## config.mk

```make
export PLATFORM = sky130hd
export DESIGN_NAME = ibp_rot_cell
export DESIGN_NICKNAME = d
export VERILOG_FILES = /design/src/rtl/ibp_pkg.sv /design/src/rtl/ibp_rot_cell.sv
export SDC_FILE = /design/constraint.sdc
export NUM_CORES = 1
export LEC_CHECK = 0
export ABC_AREA = 1
export BUFFER_PORTS_ARGS = -buffer_cell sky130_fd_sc_hd__buf_2
export CAP_MARGIN = 20
export CORE_MARGIN = 2
export CORE_UTILIZATION = 40
export CTS_BUF_LIST = sky130_fd_sc_hd__clkbuf_4 sky130_fd_sc_hd__clkbuf_8
export CTS_CLUSTER_SIZE = 16
export DETAILED_ROUTE_END_ITERATION = 10
export GPL_TIMING_DRIVEN = 0
export PLACE_DENSITY = 0.64
export SYNTH_ARGS = -nofsm -noshare
export SYNTH_HDL_FRONTEND = slang
export SYNTH_SLANG_ARGS = --single-unit
export TNS_END_PERCENT = 20
```

## constraint.sdc

```tcl
create_clock -name clk -period 5.2 [get_ports clk]
set_clock_uncertainty 0.05 [all_clocks]
set_input_delay 0 -clock clk [delete_from_list [all_inputs] [get_ports clk]]
set_output_delay 0 -clock clk [all_outputs]
set_load 0.005 [all_outputs]
```

## src/rtl/ibp_pkg.sv

```systemverilog
// Shared types, constants and the arctangent table of the bearing core.
package ibp_pkg;

    localparam int CORDIC_STAGES = 24;
    localparam int NSTG = (CORDIC_STAGES > 32) ? 32 : CORDIC_STAGES;
    localparam int RW = 36;

    localparam logic [63:0] PI_Q60 = 64'h3243F6A8885A308D;
    localparam logic [63:0] RAD_K = PI_Q60 / 64'd1800000000;

    localparam logic signed [RW-1:0] GAIN_Q30 = 36'sd652032874;
    localparam logic signed [RW-1:0] PI_Q30 = 36'sd3373259426;
    localparam logic signed [31:0] BEARING_MAX = 32'sd1686629713;

    localparam logic signed [33:0] FULL_TURN = 34'sd3600000000;
    localparam logic signed [33:0] HALF_TURN = 34'sd1800000000;
    localparam logic signed [33:0] QUARTER_TURN = 34'sd900000000;

    typedef struct packed {
        logic [RW-1:0] x;
        logic [RW-1:0] y;
        logic [RW-1:0] z;
        logic          neg;
    } rot_t;

    typedef struct packed {
        logic [RW-1:0] x;
        logic [RW-1:0] y;
        logic [RW-1:0] z;
        logic          zero;
    } vec_t;

    function automatic logic signed [RW-1:0] atan_q30(input logic [4:0] idx);
        logic signed [RW-1:0] v;
        case (idx)
            5'd0: v = 36'sd843314856;
            5'd1: v = 36'sd497837829;
            5'd2: v = 36'sd263043836;
            5'd3: v = 36'sd133525158;
            5'd4: v = 36'sd67021686;
            5'd5: v = 36'sd33543515;
            5'd6: v = 36'sd16775850;
            5'd7: v = 36'sd8388437;
            5'd8: v = 36'sd4194282;
            5'd9: v = 36'sd2097149;
            5'd10: v = 36'sd1048575;
            5'd11: v = 36'sd524287;
            5'd12: v = 36'sd262143;
            5'd13: v = 36'sd131071;
            5'd14: v = 36'sd65535;
            5'd15: v = 36'sd32767;
            5'd16: v = 36'sd16383;
            5'd17: v = 36'sd8191;
            5'd18: v = 36'sd4095;
            5'd19: v = 36'sd2047;
            5'd20: v = 36'sd1023;
            5'd21: v = 36'sd511;
            5'd22: v = 36'sd255;
            5'd23: v = 36'sd127;
            5'd24: v = 36'sd63;
            5'd25: v = 36'sd31;
            5'd26: v = 36'sd15;
            5'd27: v = 36'sd7;
            5'd28: v = 36'sd3;
            5'd29: v = 36'sd1;
            default: v = '0;
        endcase
        return v;
    endfunction

endpackage

```

## src/rtl/ibp_rot_cell.sv

```systemverilog
// One rotation-mode CORDIC cell (sin/cos lane).
module ibp_rot_cell (
    input  logic          clk,
    input  logic          en,
    input  logic [4:0]    stage,
    input  ibp_pkg::rot_t d,
    output ibp_pkg::rot_t q
);
    import ibp_pkg::*;

    rot_t q_reg;
    rot_t q_next;

    always_comb
    begin
        logic signed [RW-1:0] x;
        logic signed [RW-1:0] y;
        logic signed [RW-1:0] z;
        logic signed [RW-1:0] dx;
        logic signed [RW-1:0] dy;
        x  = d.x;
        y  = d.y;
        z  = d.z;
        dx = y >>> stage;
        dy = x >>> stage;
        q_next.neg = d.neg;
        if (!z[RW-1])
        begin
            q_next.x = x - dx;
            q_next.y = y + dy;
            q_next.z = z - atan_q30(stage);
        end
        else
        begin
            q_next.x = x + dx;
            q_next.y = y - dy;
            q_next.z = z + atan_q30(stage);
        end
    end

    always_ff @(posedge clk)
    begin
        if (en)
        begin
            q_reg <= q_next;
        end
    end

    assign q = q_reg;

endmodule

```

# Yosys cells after proc, flatten, opt, wreduce, memory -nomap -nowiden

Memories as Yosys holds them, arrays and structs flattened.
Index checks and enable logic that the tools add are counted.

Add/sub/neg operators: 6
Shift operators: 2
Muxes and demuxes: 3

Operators with widths:

| operator         | count |
|---|---|
| $add A36 B36 Y36 | 3 |
| $mux W108        | 1 |
| $sub A36 B36 Y36 | 3 |
| $mux W36         | 2 |
| $sshr A36 B5 Y36 | 2 |

Register bits: 109
ROM bits: 1920
Input bits: 116
Output and inout bits: 109
Logic and storage cells: 17
Memories kept: 2

Memories:

| memory           | depth | bits a word | rd ports | clocked after Yosys merged registers in | write ports | line          | source |
|---|---|---|---|---|---|---|---|
| (name not given) | 32    | 30          | 1        | 0                                       | 0           | ibp_pkg.sv:35 | `case (idx)` |
| (name not given) | 32    | 30          | 1        | 0                                       | 0           | ibp_pkg.sv:35 |  |

# Logic depth before layout (Yosys ltp)

An unclocked memory read counts as a cell.

Word-level depth: 4
Gate-level depth with buffers: 34
Gate-level depth less buffers: 33

# Worst setup path before layout

No wires, ideal clock.

Kind: in2reg
Start: input stage[0]
End: register q_reg, in the netlist q[25] (data pin)
Setup time: 0.265 ns
Arrival: 3.464 ns
Data required time: 4.885 ns
Path slack: 1.421 ns
Stages on the path: 24
Buffers on the path: 1
Cells stage by stage: inv_2 buf_2 ha_1 inv_1 nor2_1 nor2_1 inv_1 o221ai_1 inv_1 ha_1 nand2_1 o21ai_0 fa_1 nand3_1 nand3_1 a21oi_1 o21ai_0 a21oi_1 inv_1 nand2_1 nand2_1 a21boi_0 o21ai_0 xor2_1

RTL lines:

| item                   | line               | source |
|---|---|---|
| start: declaration     | ibp_rot_cell.sv:5  | `input logic [4:0] stage,` |
| end signal: assignment | ibp_rot_cell.sv:45 | `q_reg <= q_next;` |
| end: declaration       | ibp_rot_cell.sv:11 | `rot_t q_reg;` |

==> flow_summary.ini <==
[status]
outcome = finished, violations left
failed_checks = DRC

[setup_path]
arrival_ps = 5260
cp-end-kind = flop
path_max_fanout = 13
cp-start-kind = primary input
critPathKind = in -> reg
cp.required_ps = 5450

[sta]
setup_tns_ps = 0
hold_violations = 0
tightest_slew_ps = 1170
drv_slew = 0
clock.fmax_mhz = 199
finalSetupViolCount = 0
slew_headroom = 0.220
finalWorstSetupSlack_ps = 186
fin_hold_ws_ps = 25.0
fin_crit_ps = 5010
timing.final.crit_share = 0.964

[power]
fin_total_pwr_mw = 4.66
swShare = 0.470
power_switching_mw = 2.19
internal_power_mw = 2.47
clockPowerShare = 0.118
power-per-cell-area_nw_per_um2 = 257
leakage_nw = 9.15
p_seq_frac = 0.293
vdd_drop_max_mv = 0.156
p_comb_frac = 0.589

[place]
hpwlAfterDp_mm = 61.1
portBuffers = 218
globalplace.congestion = 1.08
placed_cells = 3295
post_dp_cell_area_sq_um = 17700
dp_slack_ps = -627

[clock_network]
cts_buffers = 9
cts.path.max_buffers = 2
cts_sinks = 109
cts-root-buf = clkbuf_8
ctsHtreeMaxLevel = 3
cts.clk_slew.worst_paths_ps = 120
cts_tree = built

[grt]
antenna_found_initial = 0
overflow = 0
track_usage = 0.345
grt_pass1_vias = 17600
grt_pass1_wl_mm = 106
grt_max_degree = 72

[layout]
antennaDiodeCount = 0
largest_register_ffs = 109
drive_gt1_frac = 0.120
stdcell_area_sq_um = 18200
final_util = 0.461
fin_cells = 3339
nets = 3045
area_growth_pct = 14.4

[floorplanning]
start_util = 0.403
die_x_microns = 203
fp.dieH_microns = 203
io-pin-count = 225
rows = 73
core_area_sq_um = 39500
die_area_sq_um = 41300

[job]
drv_cap = 0

[detailed_routing]
drt_iter0_markers = 2052
drc = 1
via_per_inst = 5.61
dr_total_vias = 18700
drt_wl_total_mm = 72.4
routedWlPerCell_microns = 21.7
firstDrtPassIters = 9
ant_nets = 0

[logic_synthesis]
synth.area.top_cells = edfxtp_1, nand2_1, nand3_1
synthArstFlopShare = 0
syn_nets = 2786
yosys.area.top_type = edfxtp_1
ys_seq_area_frac = 0.206
yosysMostFrequentCell = nand2_1
ys_ff_latch = 109
yosys_most_used_dff = edfxtp_1
synth_edf_count = 109
yosysTopAreaCellShare = 0.206
syn_area_sq_um = 15900
netlist_instances = 2550
yosysWarnings = 0
synth.avg_cell_area_sq_um = 6.23
synth_common_cells = nand2_1, nand3_1, inv_1
synth_cell_types = 49

[hold_path]
hold_class = in -> reg
[cells in the final DEF (no fill, tap or decap), types with 3 or more instances in the layout]
cell type | netlist | final
nor4_1 | 6 | 5
o21a_1 | 9 | 9
nand2_1 | 817 | 817
inv_2 | 12 | 12
nor2_1 | 209 | 209
dlygate4sd3_1 | 0 | 28
o21bai_1 | 7 | 7
nand4_1 | 25 | 25
a31oi_1 | 20 | 19
a21oi_1 | 145 | 145
o31ai_1 | 8 | 8
o211ai_1 | 11 | 11
o2111ai_1 | 3 | 3
nand2_2 | 6 | 6
o21ai_0 | 70 | 70
buf_1 | 9 | 9
o21ai_1 | 13 | 13
o22ai_1 | 3 | 3
buf_6 | 8 | 8
xor2_1 | 121 | 121
xnor2_1 | 60 | 60
o221ai_1 | 8 | 8
a21boi_0 | 4 | 4
edfxtp_1 | 109 | 109
ha_1 | 117 | 117
inv_1 | 235 | 235
clkbuf_8 | 0 | 9
nor2_4 | 4 | 4
nand3_1 | 388 | 388
a21o_1 | 9 | 9
buf_4 | 12 | 13
nor3_1 | 8 | 8
buf_2 | 36 | 252
nor2_2 | 10 | 10
fa_1 | 3 | 3
clkbuf_1 | 24 | 23
[area by class of cell]
cell class	count	area, sq um
fill	4257	21300
multi-input combinational	2104	11200
sequential	109	3270
timing repair buffer	248	1420
inverter	248	931
tap	525	657
buffer	89	493
clock buffer	10	131
clock inverter	6	53.8
[critical path, stage by stage]
cell and delay (ps):
buf_2 160, inv_2 220, buf_2 360, ha_1 250
inv_1 50, nor2_1 320, nor2_1 130, inv_1 160
o221ai_1 270, nor3_2 380, nand4_1 260, nand2_1 260
buf_6 200, xnor2_1 100, ha_1 400, nand2_1 140
nor2_1 170, inv_1 100, nor4_4 410, a21oi_1 260
o21bai_1 270, nand2_1 80, nand2_1 80, xor2_1 210
[power groups by stage]
stage	Combinational (mW)	Clock [mW]	Sequential (mW)
CTS	2.70	0.574	1.37
global placement	2.66	0	1.38
detailed placement	2.67	0	1.39
floorplan	1.70	0	1.42
global route	3.03	0.594	1.39
finish	2.75	0.551	1.36
[kinds of logic (layout without fill, tap and decap cells)]
| kind of cell | Yosys count | in the layout | share of synthesized area |
|---|---|---|---|
| DFF | 109 | 109 | 0.206 |
| buffers and inverters | 337 | 601 | 0.0891 |
| xor gates and xnor gates | 181 | 181 | 0.0998 |
| adders and majority gates | 120 | 120 | 0.0959 |
| and+or+nand+nor | 1486 | 1486 | 0.396 |
| AOI/OAI and AO/OA | 317 | 317 | 0.114 |
[worst paths after layout]
check	slack (ps)	from	depth (start not counted)	end
max	190	stage[0]	24	q[30]
min	20	d[21]	3	q[21]
[repair_timing]
| item | 4_1_cts | 5_1_grt |
|---|---|---|
| setup endpoints to repair | 1 | 6 |
| hold endpoints to repair | 38 | 0 |
| hold buffers | 28 | 0 |
| cloned | 0 | 0 |
| gates resized for setup | 1 | 5 |
| buffers inserted | 0 | 0 |
[per-layer routing]
metal	part of all wire	track usage	vias up	routed length, microns
li1	-	-	8980	-
met1	0.45	0.478	8723	32200
met2	0.42	0.526	862	30700
met3	0.082	0.0554	155	5900
met4	0.049	0.160	0	3560
met5	0	0	-	0
Note: power is estimated with default switching activity, not from simulation.
