## config.mk

```make
export PLATFORM = sky130hd
export DESIGN_NAME = ibp_angle_prep
export DESIGN_NICKNAME = d
export VERILOG_FILES = /design/src/rtl/ibp_pkg.sv /design/src/rtl/ibp_angle_prep.sv
export SDC_FILE = /design/constraint.sdc
export NUM_CORES = 1
export LEC_CHECK = 0
export ABC_AREA = 1
export BUFFER_PORTS_ARGS = -buffer_cell sky130_fd_sc_hd__buf_2
export CORE_MARGIN = 2
export CORE_UTILIZATION = 62
export DETAILED_ROUTE_END_ITERATION = 12
export PLACE_DENSITY = 0.75
export SLEW_MARGIN = 20
export SYNTH_ARGS = -nofsm -noshare
export SYNTH_HDL_FRONTEND = slang
export SYNTH_SLANG_ARGS = --single-unit
```

## constraint.sdc

```tcl
create_clock -name clk -period 12.2 [get_ports clk]
set_input_delay 2.44 -clock clk [delete_from_list [all_inputs] [get_ports clk]]
set_output_delay 2.44 -clock clk [all_outputs]
set_load 0.05 [all_outputs]
```

## src/rtl/ibp_pkg.sv

```systemverilog
// Shared types, constants and the arctangent table of the bearing core.
package ibp_pkg;

    localparam int CORDIC_STAGES = 24;
    localparam int NSTG = (CORDIC_STAGES > 32) ? 32 : CORDIC_STAGES;
    localparam int RW = 36;

    localparam logic [63:0] PI_Q60 = 64'h3243F6A8885A308D;
    localparam logic [63:0] RAD_K = PI_Q60 / 64'd1800000000;

    localparam logic signed [RW-1:0] GAIN_Q30 = 36'sd652032874;
    localparam logic signed [RW-1:0] PI_Q30 = 36'sd3373259426;
    localparam logic signed [31:0] BEARING_MAX = 32'sd1686629713;

    localparam logic signed [33:0] FULL_TURN = 34'sd3600000000;
    localparam logic signed [33:0] HALF_TURN = 34'sd1800000000;
    localparam logic signed [33:0] QUARTER_TURN = 34'sd900000000;

    typedef struct packed {
        logic [RW-1:0] x;
        logic [RW-1:0] y;
        logic [RW-1:0] z;
        logic          neg;
    } rot_t;

    typedef struct packed {
        logic [RW-1:0] x;
        logic [RW-1:0] y;
        logic [RW-1:0] z;
        logic          zero;
    } vec_t;

    function automatic logic signed [RW-1:0] atan_q30(input logic [4:0] idx);
        logic signed [RW-1:0] v;
        case (idx)
            5'd0: v = 36'sd843314856;
            5'd1: v = 36'sd497837829;
            5'd2: v = 36'sd263043836;
            5'd3: v = 36'sd133525158;
            5'd4: v = 36'sd67021686;
            5'd5: v = 36'sd33543515;
            5'd6: v = 36'sd16775850;
            5'd7: v = 36'sd8388437;
            5'd8: v = 36'sd4194282;
            5'd9: v = 36'sd2097149;
            5'd10: v = 36'sd1048575;
            5'd11: v = 36'sd524287;
            5'd12: v = 36'sd262143;
            5'd13: v = 36'sd131071;
            5'd14: v = 36'sd65535;
            5'd15: v = 36'sd32767;
            5'd16: v = 36'sd16383;
            5'd17: v = 36'sd8191;
            5'd18: v = 36'sd4095;
            5'd19: v = 36'sd2047;
            5'd20: v = 36'sd1023;
            5'd21: v = 36'sd511;
            5'd22: v = 36'sd255;
            5'd23: v = 36'sd127;
            5'd24: v = 36'sd63;
            5'd25: v = 36'sd31;
            5'd26: v = 36'sd15;
            5'd27: v = 36'sd7;
            5'd28: v = 36'sd3;
            5'd29: v = 36'sd1;
            default: v = '0;
        endcase
        return v;
    endfunction

endpackage

```

## src/rtl/ibp_angle_prep.sv

```systemverilog
// Angle folding to a quarter turn and conversion to Q30 radians, four stages.
module ibp_angle_prep (
    input  logic                               clk,
    input  logic                               en,
    input  logic signed [32:0]                 angle,
    output logic signed [ibp_pkg::RW-1:0]      z,
    output logic                               neg
);
    import ibp_pkg::*;

    logic signed [33:0] r1_reg, r1_next;
    logic signed [33:0] r2_reg, r2_next;
    logic signed [30:0] r3_reg, r3_next;
    logic               n3_reg, n3_next;
    logic signed [RW-1:0] z_reg, z_next;
    logic               n4_reg;

    always_comb
    begin
        logic signed [33:0] a;
        logic signed [33:0] t;
        logic signed [63:0] prod;
        logic signed [63:0] rr;
        a = 34'(angle);
        if (a >= FULL_TURN)
            r1_next = a - FULL_TURN;
        else if (a <= -FULL_TURN)
            r1_next = a + FULL_TURN;
        else
            r1_next = a;

        if (r1_reg >= HALF_TURN)
            r2_next = r1_reg - FULL_TURN;
        else if (r1_reg < -HALF_TURN)
            r2_next = r1_reg + FULL_TURN;
        else
            r2_next = r1_reg;

        t = r2_reg;
        n3_next = 1'b0;
        if (r2_reg > QUARTER_TURN)
        begin
            t = r2_reg - HALF_TURN;
            n3_next = 1'b1;
        end
        else if (r2_reg < -QUARTER_TURN)
        begin
            t = r2_reg + HALF_TURN;
            n3_next = 1'b1;
        end
        r3_next = t[30:0];

        rr = 64'(r3_reg);
        prod = rr * $signed({32'd0, RAD_K[31:0]});
        z_next = RW'((prod + 64'sd536870912) >>> 30);
    end

    always_ff @(posedge clk)
    begin
        if (en)
        begin
            r1_reg <= r1_next;
            r2_reg <= r2_next;
            r3_reg <= r3_next;
            n3_reg <= n3_next;
            z_reg  <= z_next;
            n4_reg <= n3_reg;
        end
    end

    assign z   = z_reg;
    assign neg = n4_reg;

endmodule

```

======== Yosys cells after proc, flatten, opt, wreduce, memory -nomap -nowiden ========
Cells that the tools add are included.
word-level totals
  register bits after elaboration ......... 135
  input bits .............................. 35
  output and inout bits ................... 37
  logic and storage cells ................. 27
operators by class
  add/subtract/negate cells ............... 7
  $mul .................................... 1
  order comparisons ....................... 6
  mux-type cells .......................... 7
operators by type and width
  cell                                                                 number
  2-to-1 mux 34 bit                                                    4
  adder 63 x 31 -> 64 bit, second input constant                       1
  multiplier 31 x 32 -> 63 bit, second input constant                  1
  2-to-1 mux 31 bit                                                    2
  adder 33 x 33 -> 34 bit, second input constant                       1
  adder 34 x 33 -> 34 bit, second input constant                       1
  greater-or-equal comparator 34 x 32 -> 1 bit, second input constant  1
  > comparator 34 x 31 -> 1 bit, second input constant                 1
  < comparator 34 x 31 -> 1 bit, second input constant                 1
  < comparator 34 x 32 -> 1 bit, second input constant                 1
  subtractor 33 x 33 -> 34 bit, second input constant                  1
  subtractor 34 x 33 -> 34 bit, second input constant                  1
  greater-or-equal comparator 33 bit, second input constant            1
  less-or-equal comparator 33 bit, second input constant               1
  adder 31 x 30 -> 31 bit, second input constant                       1
  subtractor 31 x 30 -> 31 bit, second input constant                  1
  2-to-1 mux 1 bit                                                     1

======== Logic depth before layout (Yosys ltp) ========
Gate-level depths: netlist of the first run.
  word-level depth ........................ 3
  mapped depth ............................ 27
  depth with buffers taken out ............ 27

======== Least setup slack after synthesis of the first run ========
OpenSTA, ideal clock, no wires.
  kind .................................... register -> register
  start ................................... register r3_reg[5]
  end ..................................... register z_reg[29], in the netlist z[29], data pin
  setup time .............................. 0.252 ns
  data arrival time ....................... 6.172 ns
  required time ........................... 11.948 ns
  path slack .............................. 5.776 ns
  stages on the path, launching flop included .. 26
  buffers on the path ..................... 0
  period minus slack after synthesis ...... 6.424 ns
  path through ............................ edfxtp_1 > inv_1 > fa_1 > inv_1 > fa_1 > fa_1 > inv_1 > fa_1 > inv_1 > fa_1 > fa_1 > fa_1 > inv_1 > fa_1 > inv_1 > ha_1 > a21oi_1 > inv_1 > nor2_1 > o21ai_0 > nand2_1 > nand2_1 > a21oi_1 > nand2_1 > nand2_1 > nand2_1
between the ends
  word-level cells in the longest chain between the ends .. 2
ends and longest elaborated chain
  item                          RTL line              source
  from (decl)                   ibp_angle_prep.sv:13  logic signed [30:0] r3_reg, r3_next;
  from (signal assigned)        ibp_angle_prep.sv:64  r3_reg <= r3_next;
  multiplier 31 x 32 -> 63 bit  ibp_angle_prep.sv:54  prod = rr * $signed({32'd0, RAD_K[31:0]});
  adder 63 x 31 -> 64 bit       ibp_angle_prep.sv:55  z_next = RW'((prod + 64'sd536870912) >>> 30);
  via z_next[29]                ibp_angle_prep.sv:15  logic signed [RW-1:0] z_reg, z_next;
  to (signal assigned)          ibp_angle_prep.sv:66  z_reg <= z_next;
  to (decl)                     ibp_angle_prep.sv:15
The timed path passes the listed nets, and every way through them passes these cells.
A chain may end at the register's enable or synchronous reset.

======== Worst setup path in the final report of the first run ========
  start ................................... register r3_reg[4]
  end ..................................... register z_reg[24], in the netlist z[24], data pin
The elaborated chain is that of the path after synthesis.

==> metrics.yaml, run 1 <==
start_util_pct: 63.0
nets: 4715
post_cts_buffers: 0
die_x_um: 219
worst_pin_slew_ns: 0.970
crit_path_max_incr_delay_ns: 0.64
synth.top_cell.area_share_pct: 22.7
cp-start-kind: "flip-flop"
synth.distinct_cells: 47
cp_max_fo: 7
grt.total_usage_pct: 36.4
fp.dieH_um: 219
first_pass_iters: 6
min_period_ns: 7.34
synthFlopType: "edfxtp_1"
yosysWarnings: 0
drive_above_1_share_pct: 4.71
synth.avg_cell_area_sq_um: 7.36
num_rows: 78
drc: 0
routed-wl-met3_um: 5870
port_buffers: 71
place_congestion: 0.998
overflow: 0
area_growth_pct: 4.62
worstPathRequired_ns: 12.44
critPathMostFrequentCell: "fa_1"
path_cells: "inv_1 -> fa_1 -> inv_1 -> fa_1 -> fa_1 -> inv_1 -> fa_1 -> inv_1 -> fa_1 -> fa_1 -> fa_1 -> inv_1 -> fa_1 -> inv_1 -> ha_1 -> nand2_1 -> nor2_1 -> inv_1 -> nor2_1 -> and2_1 -> nand3_1 -> nand4_1 -> nand2_1"
critical_path.slowest_cell: "fa_1"
setup_tns_ns: 0
cts_resized: 0
io_pins: 72
cts_max_path_buffers: 2
yosysSeqAreaShare_pct: 14.1
syn-num-nets: 4686
drt-total-wl_um: 85100
max_freq_mhz: 136
maxCapViolations: 0
dieArea_sq_um: 48100
maxSlewHeadroom_pct: 35.2
drv_slew: 0
cts.sinks: 135
antenna_found_initial: 2
synth_top_area_cell: "fa_1"
end_kind: "flip-flop"
cts_tree: "done"
highest-signal-layer: "met4"
dpl.hpwl_um: 72500
m1WireLength_um: 34100
ys_seq_elements: 135
path_clk_slew_ns: 0.07
grt_pass1_vias: 23900
clkLatencyLatePin_ns: 0.48
ys_async_sr_fraction_pct: 0
synthTopCellsByArea: "fa_1 23%, ha_1 18%, edfxtp_1 14%"
status: "finished clean"
hold_viol: 0
finalCritPeriodShare_pct: 60.2
arrival_ns: 7.58
core-area_sq_um: 45600
wl_per_cell_um: 18.7
viasPerCell: 5.45
cts_root_buffer: "clkbuf_16"
skew_ns: 0.0238
setup_viol: 0
via_count: 24800
rsz0062_at_grt: "false"
ant_nets: 0
grt_start_max_net_pins: 80
numCtsBuffers: 17
drt_iter0_drc: 2061
hold_buffers: 0
r2r_setup_slack_ns: 4.86
synth_edf_count: 135
critPathKind: "reg -> reg"
h-tree-depth: 4
hold_class: "reg -> reg"
dr_wl_met2_um: 40300
synth_area_sq_um: 28700
grt_pass1_wl_um: 132000
synth_cells: 3906
[final timing paths]
| check | start | to | depth (start not counted) |
|---|---|---|---|
| max | r3_reg[4] | z[24] | 23 |
| min | r1_reg[8] | r2_reg[8] | 0 |
| max reg2reg | r3_reg[4] | z[24] | 23 |
| min reg2reg | r1_reg[8] | r2_reg[8] | 0 |
[layer usage]
metal  global-route usage, %  vias up
li1                        -    12000
met1                    46.0    11600
met2                    60.5      983
met3                    5.46      219
met4                    18.9        0
met5                       0        -
[metrics by stage]
step / setup WS, ns / hold slack (ns) / util (%) / cell area, sq um / cells
global placement: 5.01 / 0.401 / 64.6 / 29400 / 4515
detailed placement: 5.01 / 0.405 / 64.6 / 29400 / 4515
floorplan: 5.78 / 0.400 / - / 28700 / 3906
CTS: 4.95 / 0.418 / 65.9 / 30000 / 4547
finish: 4.86 / 0.419 / 66.0 / 30100 / 4549
global route: 4.60 / 0.434 / 66.0 / 30100 / 4548
[layout make-up]
class / instances / area [sq um]
tap: 600 / 751
clock buffer: 18 / 429
clock inverter: 14 / 163
inverter: 920 / 3460
antenna: 1 / 2.50
fill: 4059 / 15500
multi-input combinational: 2786 / 20800
timing repair buffer: 75 / 412
sequential: 135 / 4050
[synth_stat cells (5+ instances only)]
master    number
xor2_1        63
edfxtp_1     135
nand4_1       34
nand3b_1       7
fa_1         326
a21oi_1      114
nand3_1      205
nor2_1       323
o21bai_1      13
nand2_4        5
o21ai_1        6
nor3_1        30
inv_1        889
buf_6         10
ha_1         419
buf_4         12
o21ai_0       99
buf_2         39
inv_2         25
nand2_1     1068
nor2_2        14
nand2_2       15
[placed cells by master, fill, tap and decap left out, drive strengths merged, types with 4 or more instances in the layout]
master / Yosys / layout
nand3: 209 / 209
nand2: 1088 / 1088
o21ai: 106 / 106
clkbuf: 3 / 18
o21bai: 13 / 13
nor4: 4 / 4
buf: 62 / 75
or2: 4 / 4
clkinv: 3 / 6
a31oi: 4 / 4
edfxtp: 135 / 135
nor3: 33 / 33
xor2: 63 / 63
nand4: 36 / 36
a21boi: 4 / 4
fa: 326 / 326
a21oi: 115 / 115
nor2: 337 / 337
inv: 917 / 924
ha: 419 / 419
nand3b: 7 / 7
[critical path: cells and delay by family (launching register included)]
kind,cells,cell delay (ns)
flip-flops,1,0.60
AND/OR/NAND/NOR,7,1.18
buffers and inverters,7,0.61
adder cells (fa/ha/maj),9,4.70
[kinds of logic (layout without fill, tap and decap cells)]
logic type / Yosys count / in the layout / share of synthesized area, %
AOI/OAI and AO/OA: 253 / 253 / 4.69
buffers and inverters: 985 / 1027 / 13.6
xor gates and xnor gates: 66 / 66 / 2.01
DFF: 135 / 135 / 14.1
and+or+nand+nor: 1722 / 1722 / 24.7
adders and majority gates: 745 / 745 / 41.0
other: 0 / 1 / 0
Power of run 1 is not shown: default switching activity piles up to over one toggle a cycle in this logic, so the estimate is an artifact.
==> run 2, diff against run 1 <==
Settings changed: CORE_UTILIZATION 62 to 60, PLACE_DENSITY 0.75 to 0.76.
Clock period 12.2 ns to 6.2 ns, I/O delays scaled along.
==> run 2 against run 1 <==
  * The run now ends with setup timing left
  * Die area up 3.3%
  * Clock skew down 0.0063 ns
  * Hold slack better by 0.00050 ns
  * Highest routed layer unchanged
==> metrics.yaml, run 2 (synthesis results as in run 1) <==
place_congestion: 0.980  # -1.8%
core-area_sq_um: 47500  # +4.3%
fin_ws_ns: -0.155  # -5.01 ns
dpl.hpwl_um: 77400  # +6.7%
clkLatencyLatePin_ns: 0.50  # +0.02 ns
hold_viol: 0  # unchanged
critical_path.slowest_cell: "fa_1"
layout_common_cells: "986 x nand2_1, 815 x inv_1, 360 x ha_1"
violations: "setup timing"
dieArea_sq_um: 49700  # +3.3%
io_pins: 72  # unchanged
num_antenna_cells: 0  # -1
overflow: 0  # unchanged
status: "finished with violations"
end_kind: "flip-flop"
drv_slew: 0  # unchanged
grt.total_usage_pct: 37.3  # +0.91 points
hold_class: "reg -> reg"
worstPathRequired_ns: 6.45  # -5.99 ns
mostFrequentLayoutCell: "nand2_1"
viasPerCell: 5.53  # +1.4%
placed_cell_area_sq_um: 31200  # +6.0%
maxCapViolations: 0  # unchanged
num_rows: 80  # +2.6%
min_period_ns: 6.36  # -0.986 ns
antenna_found_initial: 0  # -2
wl_per_cell_um: 19.8  # +6.1%
skew_ns: 0.0176  # -0.00628 ns
h-tree-depth: 4  # unchanged
critPathKind: "reg -> reg"
crit_path_max_incr_delay_ns: 0.57  # -0.07 ns
start_util_pct: 60.4  # -2.6 points
ant_nets: 0  # unchanged
grt_pass1_wl_um: 141000  # +7.1%
drc: 0  # unchanged
cts_root_buffer: "clkbuf_16"
cts_max_path_buffers: 2  # unchanged
rsz0062_at_grt: "true"
drt_iter0_drc: 2178  # +5.7%
fin_hold_ws_ns: 0.419  # +0.000502 ns
first_pass_iters: 6  # unchanged
die_x_um: 223  # +1.6%
drive_above_1_share_pct: 19.4  # +15 points
numCtsBuffers: 17  # unchanged
nets: 4984  # +5.7%
finalCritPeriodShare_pct: 103  # +42 points
maxSlewHeadroom_pct: 38.9  # +3.6 points
port_buffers: 71  # unchanged
cts_tree: "done"
grt_pass1_vias: 26300  # +10%
fp.dieH_um: 223  # +1.6%
cp_max_fo: 4  # -3
area_growth_pct: 17.9
arrival_ns: 6.61  # -0.97 ns
cp-start-kind: "flip-flop"
critical_path.top_delay_family: "adder cells"
max_freq_mhz: 157  # +16%
cts.sinks: 135  # unchanged
setup_viol: 29  # +29
drt-total-wl_um: 95900  # +13%
fin_area_sq_um: 33900  # +13%
grt_start_max_net_pins: 53  # -34%
path_buf_inv: 9  # +2
via_count: 26700  # +7.7%
hold_buffers: 0  # unchanged
worst_pin_slew_ns: 0.916  # -0.0543 ns
path_clk_slew_ns: 0.07  # about the same
[run 2: cell types whose count changed in the layout (fill, tap and decap cells not counted), sizes merged]
cell / delta
buf: +269
inv: -5
clkinv: +4
clkinvlp: +1
diode: -1
[run 2: layout make-up]
class | count | area (sq um)
clock buffer | 18 | 429
clock inverter | 14 | 153
fill | 3793 | 13700
inverter | 920 | 3480
multi-input combinational | 2786 | 22500
sequential | 135 | 4050
tap | 615 | 769
timing repair buffer | 344 | 2490
[run 2: through the flow]
step | std cells | util, % | worst slack [ns] | setup TNS, ns
floorplan | 3906 | - | -0.00217 | -0.00217
global placement | 4759 | 65.7 | -0.375 | -5.91
CTS | 4809 | 68.5 | 0.00161 | 0
global route | 4832 | 71.3 | -0.335 | -7.33
detailed placement | 4759 | 65.7 | -0.393 | -7.60
finish | 4832 | 71.3 | -0.155 | -2.23
[run 2: worst paths after layout]
| path | startpoint | endpoint | slack, ns | cells after the start |
|---|---|---|---|---|
| setup / recovery | r3_reg[7] | z[27] | -0.16 | 26 |
| hold / removal | r1_reg[0] | r2_reg[0] | 0.42 | 0 |
| hold reg to reg | r1_reg[0] | r2_reg[0] | 0.42 | 0 |
| setup reg to reg | r3_reg[7] | z[27] | -0.16 | 26 |
[run 2: timing repair]
item                       4_1_cts  5_1_grt
pin swaps                       79      172
setup buffers                   19       24
setup endpoints to repair       34       34
gates resized for setup        168      293
[run 2: routing by layer]
metal,wire length (um),up-vias,track usage (%)
met4,6600,0,21.3
met3,6730,346,6.69
li1,-,12500,-
met5,0,-,0
met2,45900,1187,63.0
met1,36700,12600,45.0
[run 2: worst reg2reg max path, cell delays in order (launching register included)]
cell and delay, ns:
edfxtp_1 0.43, buf_4 0.16, buf_4 0.17, ha_1 0.47
inv_1 0.10, fa_1 0.50, inv_1 0.07, fa_1 0.50
ha_1 0.15, inv_1 0.07, fa_1 0.57, inv_1 0.07
fa_1 0.46, fa_1 0.55, ha_1 0.34, ha_1 0.31
buf_4 0.14, nand2_1 0.13, nor2_2 0.15, inv_1 0.13
nor2_4 0.18, nand2_1 0.07, nand2_1 0.10, a21oi_2 0.07
buf_4 0.13, nand3_2 0.07, nand2_2 0.06
Power of run 2 is left out for the same reason.
